===== config.mk =====
export PLATFORM = sky130hd
export DESIGN_NAME = leb128_stream_decoder
export DESIGN_NICKNAME = d
export VERILOG_FILES = /design/src/rtl/leb_pkg.sv /design/src/rtl/leb128_stream_decoder.sv /design/src/rtl/leb_front.sv /design/src/rtl/leb_back.sv
export SDC_FILE = /design/constraint.sdc
export NUM_CORES = 1
export LEC_CHECK = 0
export BUFFER_PORTS_ARGS = -buffer_cell sky130_fd_sc_hd__buf_4
export CORE_ASPECT_RATIO = 0.9
export CORE_MARGIN = 4
export CORE_UTILIZATION = 55
export DETAILED_ROUTE_END_ITERATION = 16
export PLACE_DENSITY = 0.76
export SYNTH_ARGS = -nofsm -noshare
export SYNTH_HDL_FRONTEND = slang
export SYNTH_SLANG_ARGS = --single-unit
export TNS_END_PERCENT = 1

===== constraint.sdc =====
create_clock -name clk -period 5.6 [get_ports clk]
set_input_delay 0.56 -clock clk [delete_from_list [all_inputs] [get_ports clk]]
set_output_delay 0.56 -clock clk [all_outputs]
set_load 0.01 [all_outputs]

===== src/rtl/leb_pkg.sv =====
`timescale 1ns / 1ps
// ----------------------------------------------------------------------------
// leb_pkg
// Shared types and constants of the LEB128 stream decoder.
// ----------------------------------------------------------------------------
package leb_pkg;

  localparam int VALUE_BITS = 64;
  localparam int GROUP_BITS = 7;
  localparam int SHIFT_W    = 7;
  localparam int SHIFT_MAX  = 70;   // ten groups gathered
  localparam int CONT_BIT   = 7;
  localparam int SIGN_BIT   = 6;

  // Queue depths, powers of two so the pointers wrap by themselves
  localparam int TQ_DEPTH = 4;
  localparam int RQ_DEPTH = 2;

  localparam int PADDR_W = 2;
  localparam int PDATA_W = 32;
  localparam logic [PADDR_W-1:0] REG_SIGNED_MODE = 2'd0;

  typedef enum logic [1:0] {
    ST_OK    = 2'd0,
    ST_TRUNC = 2'd1,
    ST_LONG  = 2'd2
  } status_t;

  // Classified input word
  typedef struct packed {
    logic [GROUP_BITS-1:0] group;
    logic                  cont;
    logic                  last;
  } token_t;

  // Front to back channel
  typedef struct packed {
    logic   valid;
    token_t tok;
  } tok_chan_t;

  typedef struct packed {
    logic [VALUE_BITS-1:0] value;
    status_t               status;
  } result_t;

endpackage


===== src/rtl/leb128_stream_decoder.sv =====
`timescale 1ns / 1ps
// Path: a terminating word is written into the token queue, then taken by the
//   back end into the result queue, where it shows on value/status for a pop.
// Throughput: one word per cycle, set by the shift-or of the
//   group accumulator; stalls only when the result side stops popping.
// Reset: synchronous; clears both queues, the accumulator, the group
//   position and signed_mode (unsigned decoding).
// ----------------------------------------------------------------------------
// leb128_stream_decoder
// LEB128 varint decoder over a byte stream, unsigned or signed, with
// truncated and too-long status.
// ----------------------------------------------------------------------------
module leb128_stream_decoder
  import leb_pkg::*;
(
  input  logic                  clk,
  input  logic                  rst,
  // configuration port
  input  logic                  psel,
  input  logic                  penable,
  input  logic                  pwrite,
  input  logic [PADDR_W-1:0]    paddr,
  input  logic [PDATA_W-1:0]    pwdata,
  output logic [PDATA_W-1:0]    prdata,
  output logic                  pready,
  // input word side
  input  logic [7:0]            data_byte,
  input  logic                  end_of_buffer,
  input  logic                  push,
  output logic                  full,
  // result side
  output logic [VALUE_BITS-1:0] value,
  output logic [1:0]            status,
  output logic                  empty,
  input  logic                  pop
);

  logic      signed_mode;
  logic      cfg_write;
  tok_chan_t chan;
  logic      take;

  // Register file: a single mode bit. Writes complete in the access phase;
  // the port never inserts wait states.
  assign pready    = 1'b1;
  assign cfg_write = psel && penable && pwrite && pready;

  always_ff @(posedge clk) begin
    if (rst) begin
      signed_mode <= 1'b0;
    end else if (cfg_write && (paddr == REG_SIGNED_MODE)) begin
      signed_mode <= pwdata[0];
    end
  end

  // Reads of unknown addresses return zero.
  always_comb begin
    prdata = '0;
    if (paddr == REG_SIGNED_MODE) begin
      prdata = {{(PDATA_W-1){1'b0}}, signed_mode};
    end
  end

  // Front end: take a word whenever the token queue has room.
  leb_front u_front (
    .clk           (clk),
    .rst           (rst),
    .data_byte     (data_byte),
    .end_of_buffer (end_of_buffer),
    .push          (push),
    .full          (full),
    .chan          (chan),
    .take          (take)
  );

  // Back end: advance the accumulator one group per cycle while the result queue
  // has room, and queue each finished value; mode is sampled at the terminating word.
  leb_back u_back (
    .clk         (clk),
    .rst         (rst),
    .signed_mode (signed_mode),
    .chan        (chan),
    .take        (take),
    .empty       (empty),
    .pop         (pop),
    .value       (value),
    .status      (status)
  );

endmodule


===== src/rtl/leb_front.sv =====
`timescale 1ns / 1ps
// ----------------------------------------------------------------------------
// leb_front
// Accepts input words, splits each into group, continuation and end mark,
// and holds them in a short queue for the back end.
// ----------------------------------------------------------------------------
module leb_front
  import leb_pkg::*;
(
  input  logic       clk,
  input  logic       rst,
  input  logic [7:0] data_byte,
  input  logic       end_of_buffer,
  input  logic       push,
  output logic       full,
  output tok_chan_t  chan,
  input  logic       take
);

  localparam int PTR_W = $clog2(TQ_DEPTH);
  localparam int CNT_W = $clog2(TQ_DEPTH + 1);

  token_t             q [TQ_DEPTH];
  logic [PTR_W-1:0]   wr_ptr;
  logic [PTR_W-1:0]   rd_ptr;
  logic [CNT_W-1:0]   count;
  logic               accept;
  logic               drain;
  token_t             tok_in;

  assign full   = (count == CNT_W'(TQ_DEPTH));
  assign accept = push && !full;
  assign drain  = take && chan.valid;

  always_comb begin
    tok_in.group = data_byte[GROUP_BITS-1:0];
    tok_in.cont  = data_byte[CONT_BIT];
    tok_in.last  = end_of_buffer;
  end

  assign chan.valid = (count != '0);
  assign chan.tok   = q[rd_ptr];

  always_ff @(posedge clk) begin
    if (accept) begin
      q[wr_ptr] <= tok_in;
    end
  end

  always_ff @(posedge clk) begin
    if (rst) begin
      wr_ptr <= '0;
      rd_ptr <= '0;
      count  <= '0;
    end else begin
      if (accept) wr_ptr <= wr_ptr + 1'b1;
      if (drain)  rd_ptr <= rd_ptr + 1'b1;
      case ({accept, drain})
        2'b10:   count <= count + 1'b1;
        2'b01:   count <= count - 1'b1;
        default: count <= count;
      endcase
    end
  end

`ifndef ASSERT_OFF
  a_count_bound: assert property (@(posedge clk) disable iff (rst)
    count <= CNT_W'(TQ_DEPTH))
    else $error("token queue overfilled");

  a_drain_only: assert property (@(posedge clk) disable iff (rst)
    (drain && !accept) |=> (count == $past(count) - 1'b1))
    else $error("token queue count lost a drain");

  a_ptr_match: assert property (@(posedge clk) disable iff (rst)
    PTR_W'(count) == PTR_W'(wr_ptr - rd_ptr))
    else $error("token queue pointers disagree with count");
`endif

endmodule


===== src/rtl/leb_back.sv =====
`timescale 1ns / 1ps
// ----------------------------------------------------------------------------
// leb_back
// Gathers groups into the value, finishes it with sign extension or an
// error status, and queues finished results for the consumer.
// ----------------------------------------------------------------------------
module leb_back
  import leb_pkg::*;
(
  input  logic                  clk,
  input  logic                  rst,
  input  logic                  signed_mode,
  input  tok_chan_t             chan,
  output logic                  take,
  output logic                  empty,
  input  logic                  pop,
  output logic [VALUE_BITS-1:0] value,
  output logic [1:0]            status
);

  localparam int PTR_W = $clog2(RQ_DEPTH);
  localparam int CNT_W = $clog2(RQ_DEPTH + 1);

  logic [VALUE_BITS-1:0] acc;
  logic [SHIFT_W-1:0]    shift;
  logic [VALUE_BITS-1:0] acc_next;
  logic [SHIFT_W-1:0]    shift_next;
  logic [VALUE_BITS-1:0] sext;
  logic                  emit;
  result_t               res;

  result_t               rq [RQ_DEPTH];
  logic [PTR_W-1:0]      wr_ptr;
  logic [PTR_W-1:0]      rd_ptr;
  logic [CNT_W-1:0]      count;
  logic                  rq_full;
  logic                  rq_pop;
  logic                  rq_push;

  assign rq_full = (count == CNT_W'(RQ_DEPTH));
  assign take    = chan.valid && !rq_full;
  assign rq_push = take && emit;
  assign rq_pop  = pop && !empty;

  always_comb begin
    acc_next   = acc | ({{(VALUE_BITS-GROUP_BITS){1'b0}}, chan.tok.group} << shift[5:0]);
    shift_next = shift + SHIFT_W'(GROUP_BITS);
    sext       = {VALUE_BITS{1'b1}} << shift_next[5:0];
    emit       = 1'b0;
    res.value  = '0;
    res.status = ST_OK;
    if (shift >= SHIFT_W'(SHIFT_MAX)) begin
      // eleventh group: drop the word whatever it holds
      emit       = 1'b1;
      res.status = ST_LONG;
    end else if (!chan.tok.cont) begin
      emit      = 1'b1;
      res.value = acc_next;
      if (signed_mode && (shift_next < SHIFT_W'(VALUE_BITS)) &&
          chan.tok.group[SIGN_BIT]) begin
        res.value = acc_next | sext;
      end
    end else if (chan.tok.last) begin
      emit       = 1'b1;
      res.status = ST_TRUNC;
    end
  end

  always_ff @(posedge clk) begin
    if (rst) begin
      acc   <= '0;
      shift <= '0;
    end else if (take) begin
      if (emit) begin
        acc   <= '0;
        shift <= '0;
      end else begin
        acc   <= acc_next;
        shift <= shift_next;
      end
    end
  end

  always_ff @(posedge clk) begin
    if (rq_push) begin
      rq[wr_ptr] <= res;
    end
  end

  always_ff @(posedge clk) begin
    if (rst) begin
      wr_ptr <= '0;
      rd_ptr <= '0;
      count  <= '0;
    end else begin
      if (rq_push) wr_ptr <= wr_ptr + 1'b1;
      if (rq_pop)  rd_ptr <= rd_ptr + 1'b1;
      case ({rq_push, rq_pop})
        2'b10:   count <= count + 1'b1;
        2'b01:   count <= count - 1'b1;
        default: count <= count;
      endcase
    end
  end

  assign empty  = (count == '0);
  assign value  = rq[rd_ptr].value;
  assign status = rq[rd_ptr].status;

`ifndef ASSERT_OFF
  a_emit_clears: assert property (@(posedge clk) disable iff (rst)
    (take && emit) |=> (shift == '0 && acc == '0))
    else $error("state not cleared after a result");

  a_shift_bound: assert property (@(posedge clk) disable iff (rst)
    shift <= SHIFT_W'(SHIFT_MAX))
    else $error("group position past ten groups");

  a_no_take_full: assert property (@(posedge clk) disable iff (rst)
    rq_full |-> !take)
    else $error("token taken with result queue full");
`endif

endmodule

==> impl_metrics.py <==
metrics = {
    "worst_setup_path": {
        "r2r-end": "u_back.rq[1][24]$_DFFE_PP_",
        "startpoint": "u_back.shift[0]$_SDFFE_PP0P_",
        "path_cells": "inv_1 -> ha_1 -> nor2b_1 -> o21ai_0 -> nand4_1 -> nor2_4 -> a221oi_1 -> nor2_1",
        "path_buf_inv": 1,
        "r2r_start": "u_back.shift[0]$_SDFFE_PP0P_",
        "crit_cells": 8,
        "r2r_slack_ns": 1.24,
        "endpoint_kind": "register",
        "critical_path.max_stage_delay_ns": 1.01,
        "crit_arrival_ns": 4.72,
        "reg2regPathDepth": 8,
        "crit_required_ns": 5.96,
        "cp-endpoint": "u_back.rq[1][24]$_DFFE_PP_",
        "critPathMaxFanout": 38,
        "cp-start-kind": "register",
        "cp_slowest_cell": "nor2_4",
        "critPathTopFamily": "simple AND/OR/NAND/NOR gates",
        "crit_type": "reg -> reg",
    },
    "yosys": {
        "ys.flop_type": "edfxtp_1",
        "ys_types": 68,
        "postSynthCellCount": 1002,
        "syn_area_mm2": 0.0117,
        "yosysWarnings": 0,
        "synth_edf_count": 168,
        "yosysSeqAreaShare_pct": 57.7,
        "synthArstFlopShare_pct": 0,
        "synth.avg_cell_area_um2": 11.7,
        "synth-seq-cells": 254,
    },
    "cts": {
        "clock_latency_ns": 0.55,
        "cts_tree": "done",
        "cts_resized": 0,
        "post_cts_buffers": 0,
        "cts_sinks": 254,
        "cts_buffer_depth": 3,
        "root_buffer": "clkbuf_16",
        "holdBufCountCts": 0,
        "clk_pin_slew_ns": 0.06,
        "htree_levels": 1,
        "cts_buffers": 26,
    },
    "floorplanning": {
        "rows": 50,
        "pin_count": 151,
        "die_w_um": 162,
        "design.core.area_mm2": 0.0209,
        "start_util_pct": 56.2,
        "dieArea_mm2": 0.0237,
        "die_y_um": 147,
    },
    "worst_hold_path": {
        "min-delay-start": "data_byte[5]",
        "hold_path_class": "in -> reg",
        "hold_depth": 1,
    },
    "timing": {
        "period_minus_slack_ns": 4.36,
        "skew_ns": 0.0257,
        "setup_tns_ns": 0,
        "max_freq_mhz": 229,
        "layout_setup_ws_ns": 1.24,
        "finalHoldViolations": 0,
        "setup_violations": 0,
        "tightest_slew_ns": 1.15,
        "max-slew-margin-rel_pct": 22.8,
        "drv_slew": 0,
        "rsz0062_at_grt": "false",
        "period_share_pct": 77.9,
    },
    "global_route": {
        "track_usage_pct": 22.8,
        "first_global_vias": 8128,
        "grt_pass1_wl_mm": 43.8,
        "grt_max_degree": 67,
        "gr-total-overflow": 0,
        "antenna_found_initial": 0,
    },
    "drt": {
        "ant_nets": 0,
        "drtIter0Drc": 1102,
        "drc": 0,
        "wl_met1_mm": 10.9,
        "top_layer_used": "met4",
        "wire_per_inst_um": 20.5,
        "wirelength_mm": 28.0,
        "dr_wl_met3_mm": 2.69,
        "drt_pass1_iterations": 7,
        "via_per_inst": 6.16,
        "dr_wl_met2_mm": 13.4,
        "num_vias": 8421,
    },
    "pwr": {
        "clockPowerShare_pct": 23.8,
        "powerDensity_mw_per_mm2": 572,
        "pwr-share-seq_pct": 35.5,
        "power_leakage_nw": 4.67,
        "p_int_mw": 4.78,
        "pwr-share-comb_pct": 40.7,
        "p_total_mw": 7.65,
        "power_switching_mw": 2.87,
        "ir_worst_vdd_v": 0.000366,
        "sw_frac_of_total_pct": 37.6,
    },
    "final_layout": {
        "layout_commonest_cell": "edfxtp_1",
        "fill_cells": 1653,
        "seqCellArea_mm2": 0.00677,
        "drive_above_1_share_pct": 23.0,
        "layout_common_cells": "edfxtp_1, buf_4, nor2_1",
        "syn_to_final_growth_pct": 13.9,
        "multi_input_area_mm2": 0.00449,
        "n_antenna_cell": 0,
        "finalNetCount": 1123,
    },
    "outcome": {
        "status": "finished clean",
    },
    "placement": {
        "io_buffers": 87,
        "post-place-ws_ns": 1.45,
        "dpl.hpwl_mm": 18.5,
        "gp_congestion": 1.01,
    },
    "job": {
        "cap_viol_max_count": 0,
    },
}
==> power by group through the flow <==
stage | clock [mW] | sequential, mW | combinational [mW]
after floorplan | 0 | 2.67 | 2.06
after global placement | 0 | 2.73 | 3.02
after detailed placement | 0 | 2.76 | 3.06
after CTS | 1.84 | 2.72 | 3.08
after global routing | 1.92 | 2.76 | 3.34
final | 1.82 | 2.72 | 3.11
==> area by class of cell <==
cell class / count / share of cell area (%)
clock inverter: 16 / 1.68
clock buffer: 32 / 5.18
timing repair buffer: 97 / 5.63
tap: 286 / 2.68
multi-input combinational: 661 / 33.6
inverter: 21 / 0.590
sequential: 254 / 50.6
==> routing by layer <==
layer | global-route usage [%] | vias up
met5 | 0 | -
met2 | 36.6 | 472
met4 | 8.20 | 0
met1 | 31.0 | 4046
met3 | 4.69 | 92
li1 | - | 3811
==> worst min-delay path by stage <==
stage and end:
4_1_cts u_front.q[1][5]$_DFFE_PP_, 5_1_grt u_front.q[2][7]$_DFFE_PP_, 2_1_floorplan u_back.acc[17]$_SDFFE_PP0P_, 3_3_place_gp u_back.acc[60]$_SDFFE_PP0P_, 3_5_place_dp u_back.acc[60]$_SDFFE_PP0P_, 6_report u_front.q[3][7]$_DFFE_PP_
==> through the flow <==
stage,cells,hold WS (ns),area [µm²],utilization [%]
after floorplan,1032,0.421,11800,-
after global placement,1319,0.432,12500,59.6
after detailed placement,1319,0.439,12500,59.6
after CTS,1367,0.220,13400,64.0
after global routing,1367,0.220,13400,64.0
final,1367,0.230,13400,64.0
==> cells by family (layout without fill, tap and decap cells) <==
logic type | after synthesis | after routing | share of synthesized area, %
AND/OR/NAND/NOR | 247 | 247 | 9.96
multiplexers | 90 | 90 | 9.35
buffers and inverters | 117 | 166 | 5.36
XOR/XNOR | 15 | 15 | 1.12
flip-flops | 254 | 254 | 57.7
adder cells (fa/ha/maj) | 12 | 12 | 1.34
AO/OA/AOI/OAI | 265 | 265 | 15.1
other | 2 | 32 | 0.0640
==> synthesized netlist by cell type, types with 3 or more instances <==
| cell type | n | area share, % |
|---|---|---|
| edfxtp_1 | 168 | 43 |
| nor2_1 | 92 | 2.9 |
| dfxtp_1 | 86 | 15 |
| a21oi_1 | 71 | 3.0 |
| mux2_2 | 67 | 6.4 |
| nand2_1 | 65 | 2.1 |
| buf_4 | 38 | 2.4 |
| clkbuf_1 | 35 | 1.1 |
| o22ai_1 | 29 | 1.5 |
| o21ai_0 | 27 | 1.2 |
| o21ai_1 | 21 | 0.90 |
| a22o_1 | 20 | 1.5 |
| a31oi_1 | 20 | 1.1 |
| inv_1 | 19 | 0.61 |
| buf_2 | 14 | 0.60 |
| mux2i_1 | 14 | 1.2 |
| a211oi_1 | 13 | 0.83 |
| nand3_1 | 13 | 0.55 |
| a221oi_1 | 11 | 0.82 |
| and3_1 | 11 | 0.59 |
| ha_1 | 11 | 1.2 |
| nor2b_1 | 11 | 0.59 |
| or3_1 | 11 | 0.59 |
| xnor2_1 | 10 | 0.75 |
| and2_1 | 9 | 0.48 |
| mux4_2 | 8 | 1.5 |
| nor3_1 | 8 | 0.34 |
| nor3_2 | 7 | 0.60 |
| a21o_1 | 5 | 0.32 |
| a31o_2 | 5 | 0.37 |
| buf_1 | 5 | 0.16 |
| nand2b_1 | 5 | 0.27 |
| xor2_1 | 5 | 0.37 |
| a311oi_1 | 4 | 0.30 |
| buf_6 | 4 | 0.38 |
| nand4_1 | 4 | 0.21 |
| o221a_2 | 4 | 0.38 |
| o31ai_1 | 4 | 0.26 |
| a222oi_1 | 3 | 0.26 |
| a22oi_1 | 3 | 0.19 |
| o221ai_1 | 3 | 0.22 |
| o32ai_2 | 3 | 0.42 |
| or2_2 | 3 | 0.16 |
==> state kept, by name (all words and copies together), names as in the netlist, named ones only <==
signal / flops
u_back.wr_ptr: 1
u_back.shift: 7
u_back.rd_ptr: 1
u_front.rd_ptr: 2
u_front.count: 3
signed_mode: 1
u_back.acc: 64
u_front.q: 36
u_back.rq: 132
u_front.wr_ptr: 2
u_back.count: 2
Power figures use the tool's default switching activity.
